===== config.mk =====
export PLATFORM = sky130hd
export DESIGN_NAME = sync_length_xor_frame_parser_unit
export DESIGN_NICKNAME = d
export VERILOG_FILES = /design/src/hw/rtl/slxfp_pkg.sv /design/src/hw/rtl/slxfp_parser.sv /design/src/hw/rtl/sync_length_xor_frame_parser_unit.sv
export SDC_FILE = /design/constraint.sdc
export NUM_CORES = 1
export LEC_CHECK = 0
export ABC_AREA = 0
export ABC_CLOCK_PERIOD_IN_PS = 11120
export BUFFER_PORTS_ARGS = -buffer_cell sky130_fd_sc_hd__buf_2
export CORE_UTILIZATION = 55
export CTS_CLUSTER_DIAMETER = 120
export CTS_CLUSTER_SIZE = 12
export DETAILED_ROUTE_END_ITERATION = 10
export PLACE_DENSITY = 0.76
export SLEW_MARGIN = 20
export SYNTH_ARGS = -nofsm -noshare
export SYNTH_HDL_FRONTEND = slang
export SYNTH_SLANG_ARGS = --single-unit

===== constraint.sdc =====
create_clock -name aclk -period 11.12 [get_ports aclk]
set_input_delay 1.112 -clock aclk [delete_from_list [all_inputs] [get_ports aclk]]
set_output_delay 1.112 -clock aclk [all_outputs]
set_load 0.02 [all_outputs]

===== src/hw/rtl/slxfp_pkg.sv =====
`timescale 1ns / 1ps
`default_nettype none

package slxfp_pkg;

    localparam logic [7:0] HDR0_BYTE  = 8'h55;
    localparam logic [7:0] HDR1_BYTE  = 8'h4E;
    localparam logic [7:0] HDR2_BYTE  = 8'h45;
    localparam logic [7:0] HDR3_BYTE  = 8'h52;
    localparam logic [7:0] TOKEN_BYTE = 8'h3A;

    localparam int SAMPLE_COUNT = 12;
    localparam int SENSOR_COUNT = SAMPLE_COUNT / 2;

    localparam logic [15:0] TIMEOUT_RESET = 16'd100;
    localparam logic [7:0]  SENSOR_RESET  = 8'hC0;
    localparam logic [7:0]  ALIVE_RESET   = 8'hF0;

    // configuration register indexes
    localparam logic [1:0] CFG_TIMEOUT = 2'd0;
    localparam logic [1:0] CFG_SENSOR  = 2'd1;
    localparam logic [1:0] CFG_ALIVE   = 2'd2;

    localparam logic ACT_BYTE = 1'b0;
    localparam logic ACT_TICK = 1'b1;

    typedef enum logic [2:0] {
        PH_IDLE  = 3'd0,
        PH_HDR1  = 3'd1,
        PH_HDR2  = 3'd2,
        PH_HDR3  = 3'd3,
        PH_LEN   = 3'd4,
        PH_TOKEN = 3'd5,
        PH_CMD   = 3'd6,
        PH_BODY  = 3'd7
    } phase_t;

    typedef enum logic [2:0] {
        ST_SENSOR_OK = 3'd0,
        ST_ALIVE     = 3'd1,
        ST_UNKNOWN   = 3'd2,
        ST_CSUM_ERR  = 3'd3,
        ST_SHORT     = 3'd4
    } status_t;

    typedef struct packed {
        logic [15:0] timeout_ticks;
        logic [7:0]  sensor_command;
        logic [7:0]  alive_command;
    } cfg_t;

    typedef struct packed {
        logic [SENSOR_COUNT-1:0][15:0] sensors;   // sensor_f in the top slot
        logic [7:0]                    command_code;
        status_t                       status;
    } res_t;

endpackage

`default_nettype wire


===== src/hw/rtl/slxfp_parser.sv =====
`timescale 1ns / 1ps
`default_nettype none

module slxfp_parser (
    input  wire logic           aclk,
    input  wire logic           aresetn,
    input  wire logic           step_en,
    input  wire logic           action,
    input  wire logic [7:0]     data_byte,
    input  wire slxfp_pkg::cfg_t cfg,
    output logic                res_valid,
    output slxfp_pkg::res_t     res
);
    import slxfp_pkg::*;

    phase_t      phase_reg, phase_next;
    logic [7:0]  length_reg, length_next;
    logic [7:0]  command_reg, command_next;
    logic [7:0]  count_reg, count_next;
    logic [7:0]  xor_reg, xor_next;
    logic [15:0] tick_reg, tick_next;
    logic        armed_reg, armed_next;
    logic [7:0]  sample_reg [SAMPLE_COUNT];

    logic [15:0] tick_inc;
    logic        tick_hit;
    logic        in_payload;
    logic        sample_we;
    logic [3:0]  sample_idx;
    logic        csum_ok;
    logic        is_byte;

    assign is_byte    = (action == ACT_BYTE);
    assign tick_inc   = tick_reg + 16'd1;
    assign tick_hit   = (tick_inc >= cfg.timeout_ticks);
    assign in_payload = (count_reg < length_reg);
    assign csum_ok    = (data_byte == xor_reg);
    assign sample_idx = 4'(count_reg - 8'd1);
    assign sample_we  = step_en && is_byte && (phase_reg == PH_BODY) && in_payload
                        && (count_reg >= 8'd1) && (count_reg <= 8'(SAMPLE_COUNT));

    // next state
    always_comb begin
        phase_next = phase_reg;
        if (!is_byte) begin
            if (armed_reg && tick_hit) begin
                phase_next = PH_IDLE;
            end
        end else begin
            unique case (phase_reg)
                PH_IDLE:  phase_next = (data_byte == HDR0_BYTE) ? PH_HDR1 : PH_IDLE;
                PH_HDR1:  phase_next = (data_byte == HDR1_BYTE) ? PH_HDR2 : PH_IDLE;
                PH_HDR2:  phase_next = (data_byte == HDR2_BYTE) ? PH_HDR3 : PH_IDLE;
                PH_HDR3:  phase_next = (data_byte == HDR3_BYTE) ? PH_LEN : PH_IDLE;
                PH_LEN:   phase_next = PH_TOKEN;
                PH_TOKEN: phase_next = (data_byte == TOKEN_BYTE) ? PH_CMD : PH_IDLE;
                PH_CMD:   phase_next = PH_BODY;
                PH_BODY:  phase_next = in_payload ? PH_BODY : PH_IDLE;
                default:  phase_next = PH_IDLE;
            endcase
        end
    end

    // datapath and result
    always_comb begin
        length_next  = length_reg;
        command_next = command_reg;
        count_next   = count_reg;
        xor_next     = xor_reg;
        tick_next    = tick_reg;
        armed_next   = armed_reg;
        res_valid    = 1'b0;
        res.status       = ST_UNKNOWN;
        res.command_code = command_reg;
        res.sensors      = '0;

        if (!is_byte) begin
            if (armed_reg) begin
                tick_next = tick_inc;
                if (tick_hit) begin
                    armed_next = 1'b0;
                end
            end
        end else begin
            unique case (phase_reg) inside
                PH_IDLE: begin
                    if (data_byte == HDR0_BYTE) begin
                        xor_next   = data_byte;
                        tick_next  = '0;
                        armed_next = 1'b1;
                    end
                end
                PH_HDR1, PH_HDR2, PH_HDR3, PH_TOKEN: begin
                    if (phase_next == PH_IDLE) begin
                        armed_next = 1'b0;
                    end else begin
                        xor_next = xor_reg ^ data_byte;
                    end
                end
                PH_LEN: begin
                    length_next = data_byte;
                    xor_next    = xor_reg ^ data_byte;
                end
                PH_CMD: begin
                    command_next = data_byte;
                    xor_next     = xor_reg ^ data_byte;
                    count_next   = '0;
                end
                PH_BODY: begin
                    if (in_payload) begin
                        xor_next   = xor_reg ^ data_byte;
                        count_next = count_reg + 8'd1;
                    end else begin
                        // checksum beat closes the frame
                        armed_next = 1'b0;
                        res_valid  = 1'b1;
                        if (!csum_ok) begin
                            res.status = ST_CSUM_ERR;
                        end else if (command_reg == cfg.sensor_command) begin
                            if (length_reg >= 8'(SAMPLE_COUNT + 1)) begin
                                res.status = ST_SENSOR_OK;
                                for (int k = 0; k < SENSOR_COUNT; k++) begin
                                    res.sensors[k] = {sample_reg[2*k+1], sample_reg[2*k]};
                                end
                            end else begin
                                res.status = ST_SHORT;
                            end
                        end else if (command_reg == cfg.alive_command) begin
                            res.status = ST_ALIVE;
                        end else begin
                            res.status = ST_UNKNOWN;
                        end
                    end
                end
                default: armed_next = 1'b0;
            endcase
        end
    end

    always_ff @(posedge aclk) begin
        if (!aresetn) begin
            phase_reg   <= PH_IDLE;
            length_reg  <= '0;
            command_reg <= '0;
            count_reg   <= '0;
            xor_reg     <= '0;
            tick_reg    <= '0;
            armed_reg   <= 1'b0;
        end else if (step_en) begin
            phase_reg   <= phase_next;
            length_reg  <= length_next;
            command_reg <= command_next;
            count_reg   <= count_next;
            xor_reg     <= xor_next;
            tick_reg    <= tick_next;
            armed_reg   <= armed_next;
        end
    end

    always_ff @(posedge aclk) begin
        if (sample_we) begin
            sample_reg[sample_idx] <= data_byte;
        end
    end

`ifndef ASSERT_OFF
    // the timer runs exactly while a frame is open
    a_armed_open: assert property (@(posedge aclk) disable iff (!aresetn)
        armed_reg == (phase_reg != PH_IDLE))
        else $error("timer armed state disagrees with frame phase");

    a_res_body: assert property (@(posedge aclk) disable iff (!aresetn)
        res_valid |-> (phase_reg == PH_BODY) && is_byte && !in_payload)
        else $error("result outside the checksum beat");

    a_res_idle: assert property (@(posedge aclk) disable iff (!aresetn)
        step_en && res_valid |=> (phase_reg == PH_IDLE))
        else $error("parser did not return to idle after a frame");

    a_sensor_zero: assert property (@(posedge aclk) disable iff (!aresetn)
        res_valid && (res.status != ST_SENSOR_OK) |-> (res.sensors == '0))
        else $error("sensor values leaked on a non-sensor result");

    a_count_bound: assert property (@(posedge aclk) disable iff (!aresetn)
        (phase_reg == PH_BODY) |-> (count_reg <= length_reg))
        else $error("payload count ran past the frame length");
`endif

endmodule

`default_nettype wire


===== src/hw/rtl/sync_length_xor_frame_parser_unit.sv =====
`timescale 1ns / 1ps
`default_nettype none

// channel  | handshake          | tdata                               | tuser
// ---------+--------------------+-------------------------------------+----------
// s_ in    | s_tvalid/s_tready  | data_byte                           | action
// m_ out   | m_tvalid/m_tready  | command_code, sensor_a .. sensor_f  | status
// cfg      | cfg_wr_en          | cfg_addr selects, cfg_wdata value   | -
//
// one beat per cycle sustained unless the result register stalls
// the rate is set by the single parser stage between the input and result registers
// aresetn is synchronous; it clears control state and restores register defaults
// a stalled result register halts the parser; s_tready drops once the input register is full and the parser is halted

module sync_length_xor_frame_parser_unit (
    input  wire logic         aclk,
    input  wire logic         aresetn,
    input  wire logic         s_tvalid,
    output logic              s_tready,
    input  wire logic [7:0]   s_tdata,   // data_byte
    input  wire logic         s_tuser,   // action
    output logic              m_tvalid,
    input  wire logic         m_tready,
    output logic [103:0]      m_tdata,   // command_code, sensor_a .. sensor_f
    output logic [2:0]        m_tuser,   // status
    input  wire logic         cfg_wr_en,
    input  wire logic [1:0]   cfg_addr,
    input  wire logic [15:0]  cfg_wdata
);
    import slxfp_pkg::*;

    cfg_t       cfg_reg;
    logic       in_valid_reg;
    logic       in_action_reg;
    logic [7:0] in_byte_reg;
    logic       out_valid_reg;
    res_t       out_reg;

    logic step_en;
    logic res_valid;
    res_t res;

    assign step_en  = in_valid_reg && (!out_valid_reg || m_tready);
    assign s_tready = !in_valid_reg || step_en;

    always_ff @(posedge aclk) begin
        if (!aresetn) begin
            cfg_reg.timeout_ticks  <= TIMEOUT_RESET;
            cfg_reg.sensor_command <= SENSOR_RESET;
            cfg_reg.alive_command  <= ALIVE_RESET;
        end else if (cfg_wr_en) begin
            unique case (cfg_addr)
                CFG_TIMEOUT: cfg_reg.timeout_ticks  <= cfg_wdata;
                CFG_SENSOR:  cfg_reg.sensor_command <= cfg_wdata[7:0];
                CFG_ALIVE:   cfg_reg.alive_command  <= cfg_wdata[7:0];
                default: ;
            endcase
        end
    end

    always_ff @(posedge aclk) begin
        if (!aresetn) begin
            in_valid_reg <= 1'b0;
        end else if (s_tready) begin
            in_valid_reg <= s_tvalid;
        end
    end

    always_ff @(posedge aclk) begin
        if (s_tready && s_tvalid) begin
            in_action_reg <= s_tuser;
            in_byte_reg   <= s_tdata;
        end
    end

    slxfp_parser u_parser (
        .aclk      (aclk),
        .aresetn   (aresetn),
        .step_en   (step_en),
        .action    (in_action_reg),
        .data_byte (in_byte_reg),
        .cfg       (cfg_reg),
        .res_valid (res_valid),
        .res       (res)
    );

    always_ff @(posedge aclk) begin
        if (!aresetn) begin
            out_valid_reg <= 1'b0;
        end else if (step_en) begin
            out_valid_reg <= res_valid;
        end else if (m_tready) begin
            out_valid_reg <= 1'b0;
        end
    end

    always_ff @(posedge aclk) begin
        if (step_en && res_valid) begin
            out_reg <= res;
        end
    end

    assign m_tvalid = out_valid_reg;
    assign m_tuser  = out_reg.status;
    assign m_tdata  = {out_reg.sensors, out_reg.command_code};

endmodule

`default_nettype wire

==> flow_summary.toml, run 1 <==
[timing]
fin_tns_setup_ns = 0
setup_viol = 0
finalClockSkew_ns = 0.00892
fin_crit_ns = 4.11
setup_ws_ns = 7.01
fmax_ghz = 0.243
worstMarginPinSlew_ns = 1.07
period_share = 0.370
hold_viol = 0
rsz0062_at_grt = "no"
slew_headroom = 0.279
maxSlewViolCount = 0

[worst_setup_path]
cp-start-kind = "register"
cpMaxStageDelayCell = "a211oi_4"
critical_path_required_ns = 11.53
critPathBufInv = 0
r2r-start = "u_parser.tick_reg[0]"
cp.arrival_ns = 4.53
crit-reg2reg-capture = "u_parser.xor_reg[2]"
max_stage_delay_ns = 0.48
rr_worst_depth = 13
crit_family = "simple AND/OR/NAND/NOR gates"
criticalPathCategory = "reg2reg"
regToRegSetupSlack_ns = 7.01
worst-path-max-fanout = 10
path_cells = "ha_1, nand3_1, nor3_1, and3_1, nand3_1, xnor2_1, ha_1, nand4_1, nor4_1, a21oi_1, a211oi_4, and3_1, o22ai_2"
cp-end-kind = "register"

[route]
ant_nets = 0
routed_wl_um = 24700
drc = 0
wire_per_inst_um = 17.6
drt_first_iter_violations = 606
drt-vias-per-instance = 5.42
vias = 7610
drt_first_pass_iters = 5

[synth]
syn-cell-area_um2 = 12300
synth_seq_area_share = 0.657
yosysTopAreaCell = "edfxtp_1"
synth-edff-count = 212
yosys_register_bits = 298
synth_commonest_cells = "edfxtp_1 (212), and2_1 (105), dfxtp_1 (86)"
ys_async_sr_fraction = 0
synth_flop_cell = "edfxtp_1"
avgSynthCellArea_um2 = 12.7
syn-num-nets = 1031
netlist.area_leader.share = 0.517
postSynthCellCount = 970
synthDistinctLibCells = 59
yosysMostFrequentCell = "edfxtp_1"
synth_area_leaders = "edfxtp_1 (52%), dfxtp_1 (14%), and2_1 (5.3%)"
yosys_warnings = 0

[clocking]
cts_root_buf = "clkbuf_16"
cts_sinks = 298
clk_latency_ns = 0.53
htreeDepth = 1
clockBufferDepth = 3
tritoncts = "built"
ctsResizeCount = 0
clkTransAtPathRegs_ns = 0.06
cts_setup_buffers = 0
cts_hold_buf = 0
cts_buffers = 28

[grt]
grt_max_degree = 97
grt_pass1_vias = 7073
grt_usage = 0.215
antenna_found_initial = 0
gr-total-overflow = 0
grt_pass1_wl_um = 38100

[min_path]
hold_end = "cfg_reg[30]"
hold_path_depth = 2
hold_class = "reg2reg"
hp-start = "cfg_reg[30]"

[placement]
dp.cells = 1354
dp.final_hpwl_um = 15900
port_buffers = 140
pre_cts_ws_ns = 7.05
gp_congestion = 0.876

[power]
powerDensity_nw_per_um2 = 151
ir_drop_mv = 0.106
power_switching_mw = 0.431
pwr-share-seq = 0.569
internal_power_mw = 1.69
power_frac_comb = 0.026
clockPowerShare = 0.404
total_leakage_power_nw = 5.66
switching_share = 0.203

[floorplanning]
dieHeight_um = 152
initial_utilization = 0.563
io_pins = 141
coreArea_um2 = 21900
dieArea_um2 = 23000
die_w_um = 152
num_rows = 54

[cells_and_area]
layout-drive-gt1-share = 0.172
fin_nets = 1165
area_growth_pct = 14.5
final_cells = 1405
largest_reg_flops = 104
num_antenna_cells = 0

[job]
cap_violations = 0

[status]
status = "finished clean"
[layout by cell type (no fill, tap or decap), types with 2 or more instances in the layout]
cell	count
o211ai_1	5
buf_2	140
a21o_1	2
nand3b_1	5
o21a_1	2
xor2_1	21
a22oi_1	7
clkbuf_16	28
o22ai_1	4
o21ai_0	33
mux2i_1	33
ha_1	29
clkbuf_1	21
nor2_1	41
nor4_1	10
nand2b_1	7
and3_1	17
edfxtp_1	212
a21oi_1	15
nand4b_1	4
nor2b_1	40
buf_4	7
dfxtp_1	86
and2_1	105
and3b_1	2
nor3b_2	2
o22ai_2	3
nor3_1	8
xnor2_1	24
a32o_1	2
a31oi_1	10
or3_1	6
inv_1	34
a21boi_0	24
nand4_1	9
nand2_1	80
nand3_1	20
[power by group through the flow]
stage | clock network [mW] | registers [mW] | logic, mW
after floorplan | 0 | 1.22 | 0.0369
after global placement | 0 | 1.23 | 0.0545
after detailed placement | 0 | 1.23 | 0.0552
after CTS | 0.876 | 1.21 | 0.0556
after global routing | 0.915 | 1.21 | 0.0611
final | 0.859 | 1.21 | 0.0559
[routing by layer]
| metal | global-route usage | vias up | wire length [um] |
|---|---|---|---|
| met3 | 0.0228 | 40 | 1290 |
| li1 | - | 3703 | - |
| met2 | 0.356 | 249 | 11800 |
| met4 | 0.0564 | 0 | 479 |
| met5 | 0 | - | 0 |
| met1 | 0.302 | 3618 | 11100 |
[final cells by class]
| type | count | area (um2) |
|---|---|---|
| Multi-Input combinational cell | 594 | 3950 |
| Clock inverter | 1 | 16.3 |
| Sequential cell | 298 | 8090 |
| Timing Repair Buffer | 148 | 781 |
| Clock buffer | 50 | 793 |
| Fill cell | 1634 | 7790 |
| Tap cell | 280 | 350 |
| Inverter | 34 | 128 |
[worst max path at each step]
stage	startpoint	end	slack, ns	cells after the start
2_1_floorplan	m_tready	m_tdata[0]	4.38	5
3_3_place_gp	m_tready	m_tdata[18]	7.14	6
3_5_place_dp	u_parser.tick_reg[0]	u_parser.xor_reg[2]	7.05	13
4_1_cts	u_parser.tick_reg[0]	u_parser.xor_reg[2]	7.05	13
5_1_grt	u_parser.tick_reg[0]	u_parser.xor_reg[3]	6.64	13
6_report	u_parser.tick_reg[0]	u_parser.xor_reg[2]	7.01	13
[metrics by stage]
stage | hold WS, ns | instance area, um2 | util | power [mW]
after floorplan | 0.443 | 12300 | - | 1.26
after global placement | 0.454 | 13300 | 0.606 | 1.29
after detailed placement | 0.462 | 13300 | 0.607 | 1.29
after CTS | 0.470 | 14100 | 0.644 | 2.14
after global routing | 0.491 | 14100 | 0.644 | 2.19
final | 0.467 | 14100 | 0.644 | 2.12
[worst reg2reg max path, stage by stage (launching register included)]
cell and delay, ns:
dfxtp_1 0.41, ha_1 0.26, nand3_1 0.16, nor3_1 0.41, and3_1 0.34, nand3_1 0.15
xnor2_1 0.18, ha_1 0.29, nand4_1 0.16, nor4_1 0.39, a21oi_1 0.19, a211oi_4 0.48
and3_1 0.44, o22ai_2 0.14
[logic make-up after synthesis]
group,share of synthesized area
adders and majority gates,0.0295
and+or+nand+nor,0.160
DFF,0.657
muxes,0.0277
buffers and inverters,0.0252
xor gates and xnor gates,0.0320
AOI/OAI and AO/OA,0.0686
No activity file was read; power rests on OpenSTA's default activity.
==> run 2, diff against run 1 <==
ABC_CLOCK_PERIOD_IN_PS = 3500   (was 11120)
CORE_UTILIZATION = 53   (was 55)
clock period = 3.5 ns   (was 11.12 ns; I/O delays follow)
==> run 2 against run 1 <==
  * Cell count up 2.1%
  * Critical path depth down 6
  * Register-to-register slack worse by 6.7 ns
  * Sequential share of layout area down 1.0 points
  * Core utilization down 1.2 points
  * Cell area up 1.8%
  * Count of clock-buffer cells in the layout down 1
  * Maximum frequency up 27%
  * Via count up 1.8%
  * Largest cell class unchanged
  * Largest power group unchanged
==> flow_summary.toml, run 2 (synthesis gave the netlist of run 1 again) <==
[grt]
grt_pass1_wl_um = 38600
gr-total-overflow = 0
antenna_found_initial = 0
grt_max_degree = 97
grt_usage = 0.205
grt_pass1_vias = 7401

[cells_and_area]
largest_reg_flops = 104
final_cell_area_um2 = 14400
fin_nets = 1191
final_cells = 1435
layout-drive-gt1-share = 0.194
num_antenna_cells = 0
final_common_cell = "edfxtp_1"
area_growth_pct = 16.5
final_cell_mix = "edfxtp_1 (212), buf_2 (140), and2_1 (105)"

[route]
routed_wl_um = 24300
drc = 0
vias = 7746
ant_nets = 0
drt_first_pass_iters = 5
drt-vias-per-instance = 5.40
drt_first_iter_violations = 502
wire_per_inst_um = 16.9

[worst_setup_path]
cp.arrival_ns = 3.42
critical_path_required_ns = 3.69
criticalPathCategory = "reg2reg"
cp-start-kind = "register"
cp-end-kind = "register"
r2r-start = "u_parser.count_reg[2]"
worst-path-max-fanout = 11
cp-startpoint = "u_parser.count_reg[2]"

[timing]
slew_headroom = 0.417
fin_tns_setup_ns = 0
fin_crit_ns = 3.23
fmax_ghz = 0.309
maxSlewViolCount = 0
setup_ws_ns = 0.266
worstMarginPinSlew_ns = 0.875
finalClockSkew_ns = 0.0128
period_share = 0.924
setup_viol = 0
rsz0062_at_grt = "no"
hold_viol = 0
whs_ns = 0.0294

[clocking]
cts_buffers = 28
clk_latency_ns = 0.54
htreeDepth = 1
cts_sinks = 298
clockBufferDepth = 3
cts_root_buf = "clkbuf_16"
cts_setup_buffers = 0
clkTransAtPathRegs_ns = 0.06
tritoncts = "built"

[floorplanning]
dieHeight_um = 154
die_w_um = 154
num_rows = 55
coreArea_um2 = 22700
initial_utilization = 0.542
dieArea_um2 = 23900
io_pins = 141

[power]
total_leakage_power_nw = 5.80
ir_drop_mv = 0.376
powerDensity_nw_per_um2 = 471

[placement]
gp_congestion = 0.858
dp.cells = 1380
placed_cell_area_um2 = 13500
port_buffers = 140
pre_cts_ws_ns = 0.0349
dp.final_hpwl_um = 16400

[status]
status = "finished clean"

[min_path]
hp-start = "s_tdata[4]"
hold_class = "in2reg"

[job]
cap_violations = 0
-- run 2: cell types whose count changed in the layout (fill, tap and decap cells not counted), moves of 2 or more --
cell and change:
buf_12 +2, buf_4 +20, dlygate4sd3_1 +5, nor4_1 -2, nor4_2 +2
-- run 2: timing repair --
| action | in CTS | in global routing |
|---|---|---|
| hold buffers | 5 | 0 |
| gates resized for setup | 0 | 8 |
| endpoints found under the hold margin | 5 | 0 |
| setup endpoints to repair | 0 | 9 |
-- run 2: area by class of cell --
| type | count | area (um2) |
|---|---|---|
| Clock buffer | 49 | 790 |
| Clock inverter | 1 | 16.3 |
| Fill cell | 1717 | 8350 |
| Inverter | 34 | 128 |
| Multi-Input combinational cell | 594 | 3980 |
| Sequential cell | 298 | 8090 |
| Tap cell | 285 | 357 |
| Timing Repair Buffer | 174 | 993 |
-- run 2: report_power, final --
part	switching (mW)	internal, mW
Clock	1.21	1.52
Sequential	0.0385	3.78
Combinational	0.128	0.0823
-- run 2: metrics by stage --
step,utilization,power (mW)
6_report,0.632,6.76
3_3_place_gp,0.593,4.10
4_1_cts,0.630,6.81
5_1_grt,0.632,6.97
2_1_floorplan,-,4.00
3_5_place_dp,0.593,4.10
-- run 2: final timing paths --
| kind | endpoint | slack (ns) | cells past startpoint |
|---|---|---|---|
| setup / recovery | u_parser.sample_reg[1][2] | 0.27 | 7 |
| hold reg to reg | cfg_reg[26] | 0.47 | 2 |
| hold / removal | in_byte_reg[4] | 0.03 | 1 |
| setup reg to reg | u_parser.sample_reg[1][2] | 0.27 | 7 |
-- run 2: metal layers --
layer	GRT usage	vias to the layer above	wire length (um)
met3	0.0328	45	1220
met4	0.0636	0	545
met2	0.351	218	11800
met5	0	-	0
met1	0.269	3720	10700
li1	-	3763	-
-- run 2: worst max-delay path, cell delays in order, from the launching register on --
cell and delay, ns:
dfxtp_1 0.39, ha_1 0.25, nor4_1 0.24, o21ai_0 0.16, a31oi_1 0.54, nand2_1 0.23
nor2_1 0.54, and3_1 0.52
==> run 3, diff against run 2 <==
HOLD_SLACK_MARGIN = 0.12   (was not set)
==> run 3 against run 2 <==
  * Clock skew rose by 0.00099 ns
  * Register-to-register slack improved by 0.03 ns
  * Via count rose by 1.4%
  * Cell area increased by 1.5%
  * Die area did not move
  * Combinational power increased by 9%
  * Critical endpoint unchanged
  * Largest power group unchanged
==> flow_summary.toml, run 3 (synthesis gave the netlist of run 1 again) <==
[clocking]
cts_buffers = 28
clk_latency_ns = 0.54
clockBufferDepth = 3
cts_sinks = 298
tritoncts = "built"
cts_setup_buffers = 0
cts_root_buf = "clkbuf_16"
clkTransAtPathRegs_ns = 0.06
htreeDepth = 1

[power]
total_leakage_power_nw = 5.89
powerDensity_nw_per_um2 = 466
ir_drop_mv = 0.378
power_mw = 6.78

[route]
drt-vias-per-instance = 5.39
wire_per_inst_um = 16.9
ant_nets = 0
drt_first_pass_iters = 5
vias = 7852
drt_first_iter_violations = 522
drc = 0
routed_wl_um = 24500

[timing]
hold_viol = 0
fin_crit_ns = 3.21
fmax_ghz = 0.312
maxSlewViolCount = 0
period_share = 0.916
setup_viol = 0
slew_headroom = 0.409
finalClockSkew_ns = 0.0138
rsz0062_at_grt = "no"
worstMarginPinSlew_ns = 0.886
fin_tns_setup_ns = 0

[worst_setup_path]
cp.arrival_ns = 3.39
critical_path_required_ns = 3.69
cp-start-kind = "register"
worst-path-max-fanout = 11
cp-end-kind = "register"
criticalPathCategory = "reg2reg"

[floorplanning]
dieHeight_um = 154
initial_utilization = 0.542
dieArea_um2 = 23900
num_rows = 55
io_pins = 141
coreArea_um2 = 22700
die_w_um = 154

[cells_and_area]
num_antenna_cells = 0
area_growth_pct = 18.3
largest_reg_flops = 104
utilization = 0.641
final_cell_area_um2 = 14600
fill_cells = 1692
layout-drive-gt1-share = 0.190
final_cells = 1456
final_cell_mix = "edfxtp_1 (212), buf_2 (140), and2_1 (105)"
final_common_cell = "edfxtp_1"
fin_nets = 1212

[grt]
gr-total-overflow = 0
globalRouteMet1Util = 0.269
antenna_found_initial = 0
grt_pass1_vias = 7486
grt_pass1_wl_um = 38900
grt_usage = 0.207
met3_usage = 0.0325
grt.met2_usage = 0.356
grt_max_degree = 97
top_usage_layer = "met2"

[placement]
gp_congestion = 0.858
port_buffers = 140
dp.final_hpwl_um = 16400
placed_cell_area_um2 = 13500
dp.cells = 1380

[min_path]
hold_class = "in2reg"

[job]
cap_violations = 0

[status]
status = "finished clean"
## run 3: cell count changes in the layout (fill, tap and decap cells not counted)
cell | previous run | this run
dlygate4sd3_1 | 5 | 26
## run 3: final cells by class
class                   count  area, um2  share of cell area
repair buffers            195       1200              0.0826
well taps                 285        357              0.0245
inverters                  34        128             0.00876
multi-input cells         594       3980               0.273
clock inverters             1       16.3             0.00112
clock buffers              49        790              0.0542
flip-flops and latches    298       8090               0.555
## run 3: where the power goes
group	total (mW)	switching (mW)	internal, mW
sequential	3.82	0.0385	3.78
clock	2.73	1.21	1.52
combinational	0.229	0.131	0.0975
total	6.78	1.38	5.40
## run 3: worst paths after layout
check | from | endpoint | slack [ns] | cells past startpoint
worst min register to register | cfg_reg[26] | cfg_reg[26] | 0.47 | 2
worst min-delay path | m_tready | m_tvalid | 0.19 | 3
worst max register to register | u_parser.count_reg[2] | u_parser.sample_reg[1][2] | 0.29 | 7
worst max-delay path | u_parser.count_reg[2] | u_parser.sample_reg[1][2] | 0.29 | 7
## run 3: stage by stage
step | worst slack, ns | hold slack [ns]
CTS | 0.00995 | 0.172
global placement | 0.122 | 0.453
floorplan | 0.00284 | 0.443
detailed placement | 0.0349 | 0.461
finish | 0.293 | 0.191
global route | 0.00106 | 0.189
## run 3: worst max-delay path: stages, from the launching register on
cell     delay, ns
dfxtp_1       0.39
ha_1          0.25
nor4_1        0.24
o21ai_0       0.16
a31oi_1       0.53
nand2_1       0.23
nor2_1        0.54
and3_1        0.52
## run 3: timing repair
action                                 4_1_cts  5_1_grt
hold buffers                                26        0
setup endpoints to repair                    0        9
endpoints found under the hold margin       37        0
resized for setup                            0        8
## run 3: metal layers
metal  vias up  share of wire
li1       3803              -
met1      3764           0.44
met2       240           0.49
met3        45          0.053
met4         0          0.022
met5         -              0
